$ cat src/rtl/assert_macros.svh
// ----------------------------------------------------------------------------
// Assertion macros
// Shared concurrent assertion helpers. They compile away under SYNTHESIS.
// ----------------------------------------------------------------------------
`ifndef ASSERT_MACROS_SVH
`define ASSERT_MACROS_SVH

`ifndef SYNTHESIS

`define ASSERT_IMPLIES(label, clk, rst_n, ante, cons) \
    label: assert property (@(posedge clk) disable iff (!rst_n) (ante) |-> (cons)) \
        else $error("assertion failed: %m");

`define ASSERT_NEXT(label, clk, rst_n, ante, cons) \
    label: assert property (@(posedge clk) disable iff (!rst_n) (ante) |=> (cons)) \
        else $error("assertion failed: %m");

`else

`define ASSERT_IMPLIES(label, clk, rst_n, ante, cons)

`define ASSERT_NEXT(label, clk, rst_n, ante, cons)

`endif

`endif

$ cat src/rtl/pfpm_pkg.sv
// ----------------------------------------------------------------------------
// Pulse frequency power meter package
// Shared widths, event kinds and controller/datapath interface types.
// ----------------------------------------------------------------------------
package pfpm_pkg;

    localparam int FRACTION_BITS = 8;
    localparam int TIME_W        = 32;
    localparam int SUM_W         = 40;
    localparam int COUNT_W       = 32;
    localparam int VALUE_W       = 48;
    localparam int INTERVAL_W    = 24;
    localparam int KIND_W        = 3;
    localparam int CFG_INDEX_W   = 2;
    localparam int US_W          = 20;
    localparam int NUM_W         = COUNT_W + US_W;
    localparam int SAT_SHIFT     = VALUE_W - FRACTION_BITS;
    localparam int DIV_STEPS     = VALUE_W;
    localparam int STEP_W        = $clog2(DIV_STEPS);
    localparam int OUT_DATA_W    = ((VALUE_W + 2 + 7) / 8) * 8;

    localparam logic [US_W-1:0]       US_PER_S          = US_W'(1000000);
    localparam logic [INTERVAL_W-1:0] INTERVAL_RESET    = INTERVAL_W'(500000);

    typedef enum logic [KIND_W-1:0] {
        KIND_POWER_EDGE   = 3'd0,
        KIND_SHARED_EDGE  = 3'd1,
        KIND_READ_POWER   = 3'd2,
        KIND_READ_ENERGY  = 3'd3,
        KIND_READ_CURRENT = 3'd4,
        KIND_READ_VOLTAGE = 3'd5
    } kind_t;

    typedef enum logic [CFG_INDEX_W-1:0] {
        CFG_ENABLE       = 2'd0,
        CFG_CURRENT_SEL  = 2'd1,
        CFG_INTERVAL     = 2'd2
    } cfg_index_t;

    typedef struct packed {
        logic                  enable;
        logic                  current_select_level;
        logic [INTERVAL_W-1:0] switch_interval_us;
    } cfg_t;

    typedef struct packed {
        logic load;
        logic exec;
        logic check;
        logic div_step;
        logic out_load;
    } cmd_t;

    typedef struct packed {
        logic rate_read;
        logic trivial;
        logic out_valid;
    } status_t;

endpackage

$ cat src/rtl/pfpm_ctrl.sv
// ----------------------------------------------------------------------------
// Pulse frequency power meter controller
// Sequences accept, execute, divider iterations and result hand-off.
// ----------------------------------------------------------------------------
module pfpm_ctrl (
    input  logic              clk,
    input  logic              rst_n,
    input  logic              s_tvalid,
    output logic              s_tready,
    input  logic              m_tready,
    input  pfpm_pkg::status_t status,
    output pfpm_pkg::cmd_t    cmd
);
    import pfpm_pkg::*;

    typedef enum logic [2:0] {
        S_IDLE,
        S_EXEC,
        S_CHECK,
        S_DIV,
        S_DONE
    } state_t;

    state_t              state_reg;
    state_t              state_next;
    logic [STEP_W-1:0]   step_reg;
    logic [STEP_W-1:0]   step_next;
    logic                out_free;

    assign out_free = !status.out_valid || m_tready;
    assign s_tready = (state_reg == S_IDLE);

    always_comb
    begin
        state_next = state_reg;
        step_next  = step_reg;
        cmd        = '0;
        case (state_reg)
            S_IDLE:
            begin
                if (s_tvalid)
                begin
                    cmd.load   = 1'b1;
                    state_next = S_EXEC;
                end
            end
            S_EXEC:
            begin
                cmd.exec   = 1'b1;
                state_next = status.rate_read ? S_CHECK : S_DONE;
            end
            S_CHECK:
            begin
                cmd.check  = 1'b1;
                step_next  = '0;
                state_next = status.trivial ? S_DONE : S_DIV;
            end
            S_DIV:
            begin
                cmd.div_step = 1'b1;
                step_next    = step_reg + 1'b1;
                if (step_reg == STEP_W'(DIV_STEPS - 1))
                begin
                    state_next = S_DONE;
                end
            end
            S_DONE:
            begin
                if (out_free)
                begin
                    cmd.out_load = 1'b1;
                    state_next   = S_IDLE;
                end
            end
            default:
            begin
                state_next = S_IDLE;
            end
        endcase
    end

    always_ff @(posedge clk or negedge rst_n)
    begin
        if (!rst_n)
        begin
            state_reg <= S_IDLE;
            step_reg  <= '0;
        end
        else
        begin
            state_reg <= state_next;
            step_reg  <= step_next;
        end
    end

endmodule

$ cat src/rtl/pfpm_datapath.sv
// ----------------------------------------------------------------------------
// Pulse frequency power meter datapath
// Window accumulators, mode switching, rate multiplier, restoring divider
// and the output register.
// ----------------------------------------------------------------------------
module pfpm_datapath (
    input  logic                           clk,
    input  logic                           rst_n,
    input  pfpm_pkg::cfg_t                 cfg,
    input  pfpm_pkg::cmd_t                 cmd,
    output pfpm_pkg::status_t              status,
    input  logic [pfpm_pkg::KIND_W-1:0]    in_kind,
    input  logic [pfpm_pkg::TIME_W-1:0]    in_time,
    input  logic                           m_tready,
    output logic                           m_tvalid,
    output logic [pfpm_pkg::VALUE_W-1:0]   out_value,
    output logic                           out_select_level,
    output logic                           out_mode_switched
);
    import pfpm_pkg::*;

    function automatic logic [SUM_W-1:0] sat_add(input logic [SUM_W-1:0] sum,
                                                 input logic [TIME_W-1:0] period);
        logic [SUM_W:0] total;
        total = {1'b0, sum} + (SUM_W + 1)'(period);
        return total[SUM_W] ? '1 : total[SUM_W-1:0];
    endfunction

    function automatic logic [COUNT_W-1:0] sat_inc(input logic [COUNT_W-1:0] count);
        return (count == '1) ? count : count + 1'b1;
    endfunction

    kind_t               kind_reg;
    logic [TIME_W-1:0]   time_reg;
    logic [TIME_W-1:0]   last_power_reg;
    logic [TIME_W-1:0]   last_shared_reg;
    logic [TIME_W-1:0]   last_switch_reg;
    logic [SUM_W-1:0]    p_sum_reg;
    logic [COUNT_W-1:0]  p_cnt_reg;
    logic [VALUE_W-1:0]  p_total_reg;
    logic [SUM_W-1:0]    c_sum_reg;
    logic [COUNT_W-1:0]  c_cnt_reg;
    logic [SUM_W-1:0]    v_sum_reg;
    logic [COUNT_W-1:0]  v_cnt_reg;
    logic                meas_v_reg;
    logic [NUM_W-1:0]    num_reg;
    logic [SUM_W-1:0]    divisor_reg;
    logic                cnt_nz_reg;
    logic [SUM_W-1:0]    rem_reg;
    logic [VALUE_W-1:0]  quo_reg;
    logic                use_quo_reg;
    logic [VALUE_W-1:0]  result_reg;
    logic                switched_reg;
    logic                m_valid_reg;
    logic [VALUE_W-1:0]  m_value_reg;
    logic                m_select_reg;
    logic                m_switched_reg;

    logic [TIME_W-1:0]   power_period;
    logic [TIME_W-1:0]   shared_period;
    logic [TIME_W-1:0]   switch_elapsed;
    logic                switch_due;
    logic [SUM_W-1:0]    rate_sum;
    logic [COUNT_W-1:0]  rate_cnt;
    logic                saturate;
    logic [SUM_W:0]      trial;
    logic [SUM_W:0]      diff;
    logic                trial_ge;
    logic [SUM_W-1:0]    rem_next;
    logic [VALUE_W-1:0]  quo_next;

    assign power_period   = time_reg - last_power_reg;
    assign shared_period  = time_reg - last_shared_reg;
    assign switch_elapsed = time_reg - last_switch_reg;
    assign switch_due     = switch_elapsed > TIME_W'(cfg.switch_interval_us);

    always_comb
    begin
        case (kind_reg)
            KIND_READ_POWER:
            begin
                rate_sum = p_sum_reg;
                rate_cnt = p_cnt_reg;
            end
            KIND_READ_CURRENT:
            begin
                rate_sum = c_sum_reg;
                rate_cnt = c_cnt_reg;
            end
            KIND_READ_VOLTAGE:
            begin
                rate_sum = v_sum_reg;
                rate_cnt = v_cnt_reg;
            end
            default:
            begin
                rate_sum = '0;
                rate_cnt = '0;
            end
        endcase
    end

    assign saturate = (num_reg >> SAT_SHIFT) >= NUM_W'(divisor_reg);

    assign trial    = {rem_reg, quo_reg[VALUE_W-1]};
    assign diff     = trial - {1'b0, divisor_reg};
    assign trial_ge = trial >= {1'b0, divisor_reg};
    assign rem_next = trial_ge ? diff[SUM_W-1:0] : trial[SUM_W-1:0];
    assign quo_next = {quo_reg[VALUE_W-2:0], trial_ge};

    assign status.rate_read = (kind_reg inside {KIND_READ_POWER, KIND_READ_CURRENT,
                                                KIND_READ_VOLTAGE});
    assign status.trivial   = !cnt_nz_reg || (divisor_reg == '0) || saturate;
    assign status.out_valid = m_valid_reg;

    always_ff @(posedge clk or negedge rst_n)
    begin
        if (!rst_n)
        begin
            last_power_reg  <= '0;
            last_shared_reg <= '0;
            last_switch_reg <= '0;
            p_sum_reg       <= '0;
            p_cnt_reg       <= '0;
            p_total_reg     <= '0;
            c_sum_reg       <= '0;
            c_cnt_reg       <= '0;
            v_sum_reg       <= '0;
            v_cnt_reg       <= '0;
            meas_v_reg      <= 1'b0;
        end
        else if (cmd.exec)
        begin
            case (kind_reg)
                KIND_POWER_EDGE:
                begin
                    if (cfg.enable)
                    begin
                        p_sum_reg      <= sat_add(p_sum_reg, power_period);
                        p_cnt_reg      <= sat_inc(p_cnt_reg);
                        p_total_reg    <= p_total_reg + 1'b1;
                        last_power_reg <= time_reg;
                    end
                end
                KIND_SHARED_EDGE:
                begin
                    if (cfg.enable)
                    begin
                        if (meas_v_reg)
                        begin
                            v_sum_reg <= sat_add(v_sum_reg, shared_period);
                            v_cnt_reg <= sat_inc(v_cnt_reg);
                        end
                        else
                        begin
                            c_sum_reg <= sat_add(c_sum_reg, shared_period);
                            c_cnt_reg <= sat_inc(c_cnt_reg);
                        end
                        last_shared_reg <= time_reg;
                        if (switch_due)
                        begin
                            last_switch_reg <= time_reg;
                            meas_v_reg      <= !meas_v_reg;
                        end
                    end
                end
                KIND_READ_POWER:
                begin
                    p_sum_reg <= '0;
                    p_cnt_reg <= '0;
                end
                KIND_READ_CURRENT:
                begin
                    c_sum_reg <= '0;
                    c_cnt_reg <= '0;
                end
                KIND_READ_VOLTAGE:
                begin
                    v_sum_reg <= '0;
                    v_cnt_reg <= '0;
                end
                default:
                begin
                end
            endcase
        end
    end

    // Working registers of one item; they carry no reset.
    always_ff @(posedge clk)
    begin
        if (cmd.load)
        begin
            kind_reg <= kind_t'(in_kind);
            time_reg <= in_time;
        end
        if (cmd.exec)
        begin
            num_reg      <= NUM_W'(rate_cnt) * NUM_W'(US_PER_S);
            divisor_reg  <= rate_sum;
            cnt_nz_reg   <= (rate_cnt != '0);
            use_quo_reg  <= 1'b0;
            switched_reg <= (kind_reg == KIND_SHARED_EDGE) && cfg.enable && switch_due;
            result_reg   <= (kind_reg == KIND_READ_ENERGY) ? p_total_reg : '0;
        end
        if (cmd.check)
        begin
            rem_reg     <= SUM_W'(num_reg >> SAT_SHIFT);
            quo_reg     <= VALUE_W'(num_reg << FRACTION_BITS);
            use_quo_reg <= !status.trivial;
            result_reg  <= (cnt_nz_reg && (divisor_reg != '0) && saturate) ? '1 : '0;
        end
        if (cmd.div_step)
        begin
            rem_reg <= rem_next;
            quo_reg <= quo_next;
        end
        if (cmd.out_load)
        begin
            m_value_reg    <= use_quo_reg ? quo_reg : result_reg;
            m_select_reg   <= meas_v_reg ^ cfg.current_select_level;
            m_switched_reg <= switched_reg;
        end
    end

    always_ff @(posedge clk or negedge rst_n)
    begin
        if (!rst_n)
        begin
            m_valid_reg <= 1'b0;
        end
        else if (cmd.out_load)
        begin
            m_valid_reg <= 1'b1;
        end
        else if (m_tready)
        begin
            m_valid_reg <= 1'b0;
        end
    end

    assign m_tvalid          = m_valid_reg;
    assign out_value         = m_value_reg;
    assign out_select_level  = m_select_reg;
    assign out_mode_switched = m_switched_reg;

endmodule

$ cat src/rtl/pulse_frequency_power_meter.sv
// ----------------------------------------------------------------------------
// Pulse frequency power meter
// Edge timing, window rates and pulse totals for an energy-meter chip.
// ----------------------------------------------------------------------------
// Edges, energy reads and unused kinds: the input transaction is registered,
// executed and loaded into the output register; no new one is taken till then.
// Rate reads: the result is set by the 48-step restoring divider; an empty or
// saturating window skips the divider.
// Reset clears all windows, totals and timestamps, selects current mode,
// disables edges and loads a switch interval of 500000 us.
module pulse_frequency_power_meter (
    input  logic                                     clk,
    input  logic                                     rst_n,
    input  logic                                     s_tvalid,
    output logic                                     s_tready,
    // time_us[31:0]
    input  logic [pfpm_pkg::TIME_W-1:0]              s_tdata,
    // kind[2:0]
    input  logic [pfpm_pkg::KIND_W-1:0]              s_tuser,
    output logic                                     m_tvalid,
    input  logic                                     m_tready,
    // value[47:0], select_level[48], mode_switched[49], zero pad[55:50]
    output logic [pfpm_pkg::OUT_DATA_W-1:0]          m_tdata,
    input  logic                                     cfg_we,
    input  logic [pfpm_pkg::CFG_INDEX_W-1:0]         cfg_index,
    input  logic [pfpm_pkg::INTERVAL_W-1:0]          cfg_data
);
    import pfpm_pkg::*;

`include "assert_macros.svh"

    cfg_t                cfg_reg;
    cmd_t                cmd;
    status_t             status;
    logic [VALUE_W-1:0]  out_value;
    logic                out_select_level;
    logic                out_mode_switched;

    always_ff @(posedge clk or negedge rst_n)
    begin
        if (!rst_n)
        begin
            cfg_reg.enable               <= 1'b0;
            cfg_reg.current_select_level <= 1'b0;
            cfg_reg.switch_interval_us   <= INTERVAL_RESET;
        end
        else if (cfg_we)
        begin
            case (cfg_index)
                CFG_ENABLE:      cfg_reg.enable               <= cfg_data[0];
                CFG_CURRENT_SEL: cfg_reg.current_select_level <= cfg_data[0];
                CFG_INTERVAL:    cfg_reg.switch_interval_us   <= cfg_data;
                default:
                begin
                end
            endcase
        end
    end

    pfpm_ctrl u_ctrl (
        .clk      (clk),
        .rst_n    (rst_n),
        .s_tvalid (s_tvalid),
        .s_tready (s_tready),
        .m_tready (m_tready),
        .status   (status),
        .cmd      (cmd)
    );

    pfpm_datapath u_datapath (
        .clk               (clk),
        .rst_n             (rst_n),
        .cfg               (cfg_reg),
        .cmd               (cmd),
        .status            (status),
        .in_kind           (s_tuser),
        .in_time           (s_tdata),
        .m_tready          (m_tready),
        .m_tvalid          (m_tvalid),
        .out_value         (out_value),
        .out_select_level  (out_select_level),
        .out_mode_switched (out_mode_switched)
    );

    assign m_tdata = OUT_DATA_W'({out_mode_switched, out_select_level, out_value});

    // One transaction is in flight at a time.
    `ASSERT_NEXT(a_one_in_flight, clk, rst_n, s_tvalid && s_tready, !s_tready)
    // A mode flip only comes from an edge, whose value is zero.
    `ASSERT_IMPLIES(a_switch_zero_value, clk, rst_n, m_tvalid && m_tdata[VALUE_W + 1],
                    m_tdata[VALUE_W-1:0] == '0)
    // A new result is only loaded while the controller holds off input.
    `ASSERT_IMPLIES(a_result_from_done, clk, rst_n, $rose(m_tvalid), $past(!s_tready))

endmodule

$ cat config.mk
export PLATFORM = sky130hd
export DESIGN_NAME = pulse_frequency_power_meter
export DESIGN_NICKNAME = d
export VERILOG_FILES = /design/src/rtl/pfpm_pkg.sv /design/src/rtl/pfpm_ctrl.sv /design/src/rtl/pfpm_datapath.sv /design/src/rtl/pulse_frequency_power_meter.sv
export VERILOG_INCLUDE_DIRS = /design/src /design/src/rtl
export SDC_FILE = /design/constraint.sdc
export NUM_CORES = 2
export LEC_CHECK = 0
export BUFFER_PORTS_ARGS = -buffer_cell sky130_fd_sc_hd__buf_2
export CAP_MARGIN = 10
export CORE_MARGIN = 5
export CORE_UTILIZATION = 45
export CTS_CLUSTER_DIAMETER = 60
export DETAILED_ROUTE_END_ITERATION = 7
export GPL_TIMING_DRIVEN = 1
export PLACE_DENSITY = 0.58
export SLEW_MARGIN = 5
export SYNTH_ARGS = -nofsm -noshare
export SYNTH_HDL_FRONTEND = slang
export SYNTH_HIERARCHICAL = 1
export SYNTH_SLANG_ARGS = --single-unit
$ cat constraint.sdc
create_clock -name clk -period 12.14 [get_ports clk]
set_input_delay 0.607 -clock clk [delete_from_list [all_inputs] [get_ports clk]]
set_output_delay 0.607 -clock clk [all_outputs]
set_load 0.005 [all_outputs]
# ---- Word level (Yosys, flattened, before mapping)
# Index checks and enable logic that the tools add are counted.
dict set report word_totals {
  input_bits 66
  out_inout_bits 58
  reg_bits 707
  latch_bits 0
  elab_cells 162
  n_memories 0
  ramBits 0
  mem_bits_ro 0
}
dict set report op_classes {
  mul 1
  n_reduce_logical 38
  n_bitwise 1
  div_mod_pow 0
  magnitude_cmp 3
  muxes 52
  shifts 0
  n_addsub 12
  eq_ne 25
}
# op n
set ops {}
lappend ops {{two-way mux 40 bit} 11}
lappend ops {{two-way mux 48 bit} 7}
lappend ops {{two-way mux 32 bit} 8}
lappend ops {{one-hot mux 40 bit (2 select lines)} 3}
lappend ops {{one-hot mux 32 bit (2 select lines)} 3}
lappend ops {{adder 40 x 32 -> 41 bit} 3}
lappend ops {{one-hot mux 40 bit (3 select lines)} 1}
lappend ops {{adder 32 x 1 -> 32 bit, second input constant} 3}
lappend ops {{equality test 32 bit, second input constant} 3}
lappend ops {{one-hot mux 32 bit (3 select lines)} 1}
lappend ops {{subtractor 32 bit} 3}
lappend ops {{adder 48 x 1 -> 48 bit, second input constant} 1}
lappend ops {{multiplier 32 x 14 -> 46 bit, second input constant} 1}
lappend ops {{greater-or-equal comparator 41 x 40 -> 1 bit} 1}
lappend ops {{greater-or-equal comparator 12 x 40 -> 1 bit} 1}
lappend ops {{zero test 40 bit} 1}
lappend ops {{nonzero test 40 bit} 1}
lappend ops {{subtractor 40 bit} 1}
lappend ops {{greater-than comparator 32 x 24 -> 1 bit} 1}
lappend ops {{nonzero test 32 bit} 1}
lappend ops {{AND reduction 4 bit} 4}
lappend ops {{two-way mux 3 bit} 5}
lappend ops {{one-hot mux 3 bit (5 select lines)} 1}
lappend ops {{!= test 2 bit, second input constant} 7}
lappend ops {{21 further kinds} 60}

# ---- Longest topological paths before layout
dict set report depth {
  depth_word 6
  ltp_mapped 33
  ltp_nobuf 29
}

# ---- Hierarchy
# The synthesis kept the hierarchy.
# module seq_area_each_um2 instances area_per_inst_um2 cells_per_inst
set modules_own_cells {}
lappend modules_own_cells {pfpm_datapath 18367.6 1 47840.9 4944}
lappend modules_own_cells {pulse_frequency_power_meter 659.4 1 1148.6 66}
lappend modules_own_cells {pfpm_ctrl 225.2 1 543.0 60}

# ---- Least setup slack after synthesis
# No wires, ideal clock.
dict set report synth_timing {
  path_kind {flip-flop to flip-flop}
  start {reg u_ctrl.state_reg[0]}
  end {reg u_datapath.p_total_reg[42]}
  slack_ns 2.218
  arrival_time_ns 9.799
  path_stages_with_launch 15
  path_buffers 1
  setup_ns 0.123
  required_ns 12.017
  period_less_slack_ns 9.922
  cell_sequence {dfrtp_1 > buf_2 > inv_2 > nor3_1 > nand2b_1 > nor4b_2 > and3_1 > nand2_1 > nor2_1 > nand3_1 > nor2_1 > and2_1 > nor2b_1 > nand3_1 > xnor2_1}
}
# element line_no
set synth_lines {}
lappend synth_lines {{from (decl)} pfpm_ctrl.sv:24} ;# state_t state_reg;
lappend synth_lines {{from (signal assigned)} pfpm_ctrl.sv:91} ;# state_reg <= state_next;
lappend synth_lines {{to (signal assigned)} pfpm_datapath.sv:141} ;# p_total_reg <= p_total_reg + 1'b1;
lappend synth_lines {{to (decl)} pfpm_datapath.sv:40} ;# logic [VALUE_W-1:0] p_total_reg;

# ---- Final worst setup path
dict set report layout_timing {
  start {reg u_datapath.kind_reg[0]}
  end {reg u_datapath.num_reg[50] (data pin)}
}
dict set report layout_via {
  elab_chain_len 3
  elab_cells_between_ends 5
  cone_classes {1 x mul; 3 x eq/ne; 1 x mux}
}
# element line_no
set layout_lines {}
lappend layout_lines {{from (decl)} pfpm_datapath.sv:33} ;# kind_t kind_reg;
lappend layout_lines {{from (signal assigned)} pfpm_datapath.sv:194} ;# kind_reg <= kind_t'(in_kind);
lappend layout_lines {{equality test 3 bit or equality test 3 x 2 -> 1 bit (tied branches)} pfpm_datapath.sv:79} ;# case (kind_reg)
lappend layout_lines {{one-hot mux 32 bit (3 select lines) *} pfpm_datapath.sv:79}
lappend layout_lines {{multiplier 32 x 14 -> 46 bit *} pfpm_datapath.sv:199} ;# num_reg <= NUM_W'(rate_cnt) * NUM_W'(US_PER_S);
lappend layout_lines {{to (signal assigned)} pfpm_datapath.sv:199}
lappend layout_lines {{to (decl)} pfpm_datapath.sv:46} ;# logic [NUM_W-1:0] num_reg;
# Every way passes the cells marked *; elsewhere a longest branch is shown, timed or not.
# A chain may end at the register's enable or synchronous reset.

==> metrics.cfg <==
[layout]
area_growth_pct = 11.1
register_area_um2 = 19300
stdcell_area_um2 = 55000
fin_nets = 5795
multiInputGateArea_um2 = 28300
layoutNonFillerInstCount = 6719
fill_cells = 10100
drive_gt1_frac = 0.107

[power]
power_frac_comb = 0.536
p_int_w = 0.00837
clkPwrFrac = 0.198
finalPower_w = 0.0145
seqPwrFrac = 0.265
power.density_nw_per_um2 = 264
switching_share = 0.423
ir_drop_mv = 0.160
switchingPower_w = 0.00614
p_leak_nw = 25.5

[synth]
ys_top_cells_by_area = dfrtp_1 (20%), edfxtp_1 (19%), ha_1 (11%)
synth_top_cell_area_share = 0.197
synth_area_per_cell_um2 = 9.77
syn_inst = 5070
seq_area_frac_synth = 0.389
ys_types = 104
async_flop_share = 0.562
yosysMostFrequentCell = nand2_1
ys_ff_latch = 707
syn_area_um2 = 49500
synth-edff-count = 310
synthTopCellsByCount = nand2_1 (522), ha_1 (434), dfrtp_1 (390)
synth_area_leader_cell = dfrtp_1
ys.flop_type = dfrtp_1
ys_warn_count = 6

[timing]
timing.final.ws_setup_ns = 3.88
maxSlewHeadroom = 0.210
fmax_mhz = 121
period_minus_slack_ns = 8.26
tns_ns = 0
fin_worst_skew_ns = 0.0268
slew_viol_final = 0
rsz0062_at_grt = false
setup_viol = 0
min_period_over_period = 0.680
hold_viol_final = 0
worst_pin_slew_ns = 1.18

[route]
firstDrtPassIters = 6
ant_nets = 0
routed_wl_um = 127000
post-route-drc-count = 0
drtIter0Drc = 2774
vias_per_cell = 5.50
vias = 37000
wire_per_inst_um = 18.9

[placement]
place_area_um2 = 51700
gp_congestion = 0.897
pre_cts_slack_ns = 3.91
numPortBuffers = 117
hpwl_um = 96600
placed_cells = 6543

[floorplanning]
dieHeight_um = 342
die_x_um = 342
start_util = 0.454
io_pins = 124
dieArea_um2 = 117000
rows = 121
core_um2 = 109000

[cts]
tritoncts_num_sinks = 707
post_cts_resize_count = 0
cts_buffer_depth = 3
cts_buffers = 93
cts.clk_slew.worst_paths_ns = 0.06
htreeDepth = 3
cts_root_buffer = clkbuf_16
cts_tree = yes
clk-insertion-delay-late_ns = 0.68

[grt]
track_usage = 0.215
grt_pass1_wl_um = 203000
grt_pass1_vias = 36200
antenna_found_initial = 7
grt_overflow = 0
grt_max_degree = 151

[worst_setup_path]
crit_end = u_datapath/num_reg[50]$_DFFE_PP_
arrival_ns = 8.67
r2r_end = u_datapath/num_reg[50]$_DFFE_PP_
critPathLaunchType = flip-flop
worstPathRequired_ns = 12.55
reg2reg_from = u_datapath/kind_reg[0]$_DFFE_PP_
path_class = reg -> reg
rrSetupSlack_ns = 3.88
crit_path_start = u_datapath/kind_reg[0]$_DFFE_PP_
critPathMaxFanout = 37
critPathCaptureType = flip-flop
rr_worst_depth = 25

[run]
drv_cap = 0

[run_status]
status = complete, no violations

[min_path]
hold_path.class = in -> reg

==> through the flow <==
step | hold slack (ns) | util
finish | 0.102 | 0.504
CTS | 0.0419 | 0.504
global placement | 0.465 | 0.474
detailed placement | 0.443 | 0.474
global route | 0.0621 | 0.504
floorplan | 0.311 | -
==> area by class of cell <==
type	instances	area share
sequential	707	0.350
inverter	373	0.0255
multi-input combinational	3828	0.514
tap	1476	0.0336
clock buffer	123	0.0483
clock inverter	51	0.0117
antenna	1	0.0000455
timing repair buffer	160	0.0170
==> worst min path at each step <==
stage,cells after the start,endpoint,slack [ns],from
floorplan,0,cfg_reg[0]$_DFFE_PN0P_,0.31,rst_n
global placement,1,u_datapath/p_total_reg[47]$_DFFE_PN0P_,0.47,u_datapath/p_total_reg[47]$_DFFE_PN0P_
detailed placement,0,u_datapath/out_mode_switched$_DFFE_PP_,0.44,u_datapath/switched_reg$_DFFE_PP_
CTS,1,u_datapath/time_reg[27]$_DFFE_PP_,0.04,s_tdata[27]
global route,1,u_datapath/time_reg[30]$_DFFE_PP_,0.06,s_tdata[30]
finish,1,u_datapath/time_reg[27]$_DFFE_PP_,0.10,s_tdata[27]
==> power groups by stage <==
stage	combinational (W)	sequential (W)	clock [W]
global route	0.00873	0.00393	0.00306
floorplan	0.00607	0.00369	0
CTS	0.00775	0.00385	0.00296
detailed placement	0.00770	0.00388	0
global placement	0.00765	0.00387	0
finish	0.00779	0.00385	0.00288
==> worst max-delay path: stages, from the launching register on <==
cell      delay [ns]
edfxtp_1        0.32
buf_4           0.32
nor2b_1         0.40
and2_2          0.67
a21oi_1         0.34
inv_1           0.33
fa_1            0.50
fa_1            0.52
fa_1            0.57
fa_1            0.42
ha_1            0.30
inv_1           0.06
fa_1            0.50
inv_1           0.05
ha_1            0.40
a21oi_1         0.18
o221ai_1        0.13
a21oi_1         0.16
o21ai_0         0.18
nand2b_1        0.15
a31oi_1         0.17
o31a_1          0.31
a31o_2          0.27
a31oi_1         0.36
o21ai_0         0.19
xor2_1          0.16
==> cell usage in the layout (no fill, tap or decap), drive strengths merged, types with 18 or more instances in the layout <==
cell,netlist,final
nand2,522,522
ha,434,434
o21ai,406,406
dfrtp,390,390
inv,372,384
nor2,363,363
edfxtp,310,310
a21oi,279,279
xnor2,191,191
xor2,174,174
mux2,174,174
a21o,163,163
buf,37,159
fa,132,132
nand3,124,124
clkbuf,130,123
a22oi,74,74
and3,71,71
nor3,68,68
nand4,57,57
o21a,56,56
a31oi,55,55
nand2b,47,47
nor2b,47,47
a211oi,38,38
and2,38,38
o21bai,36,36
clkinv,1,29
nor4,27,27
or3,23,23
or2,18,18
o31ai,18,18
==> timing repair <==
item / CTS / global route
hold buffers: 1 / 0
endpoints found under the hold margin: 52 / 0
buffers inserted: 0 / 0
==> per-layer routing <==
layer  routed length [um]  track usage  part of all wire
met1                62600        0.322              0.49
met2                54700        0.329              0.43
met3                 7000       0.0323             0.055
met4                 2720       0.0521             0.021
met5                    8            0          0.000063
==> cells by family (layout without fill, tap and decap cells) <==
family	after synthesis	after routing	synth area share
compound gates	1257	1257	0.159
xor+xnor	365	365	0.0645
fa+ha+maj	566	566	0.163
buf+inv	540	707	0.0428
flops	707	707	0.389
mux	180	180	0.0445
other cells	1	7	0.0000757
simple gates	1454	1454	0.137
Note: power is estimated with default switching activity, not from simulation.
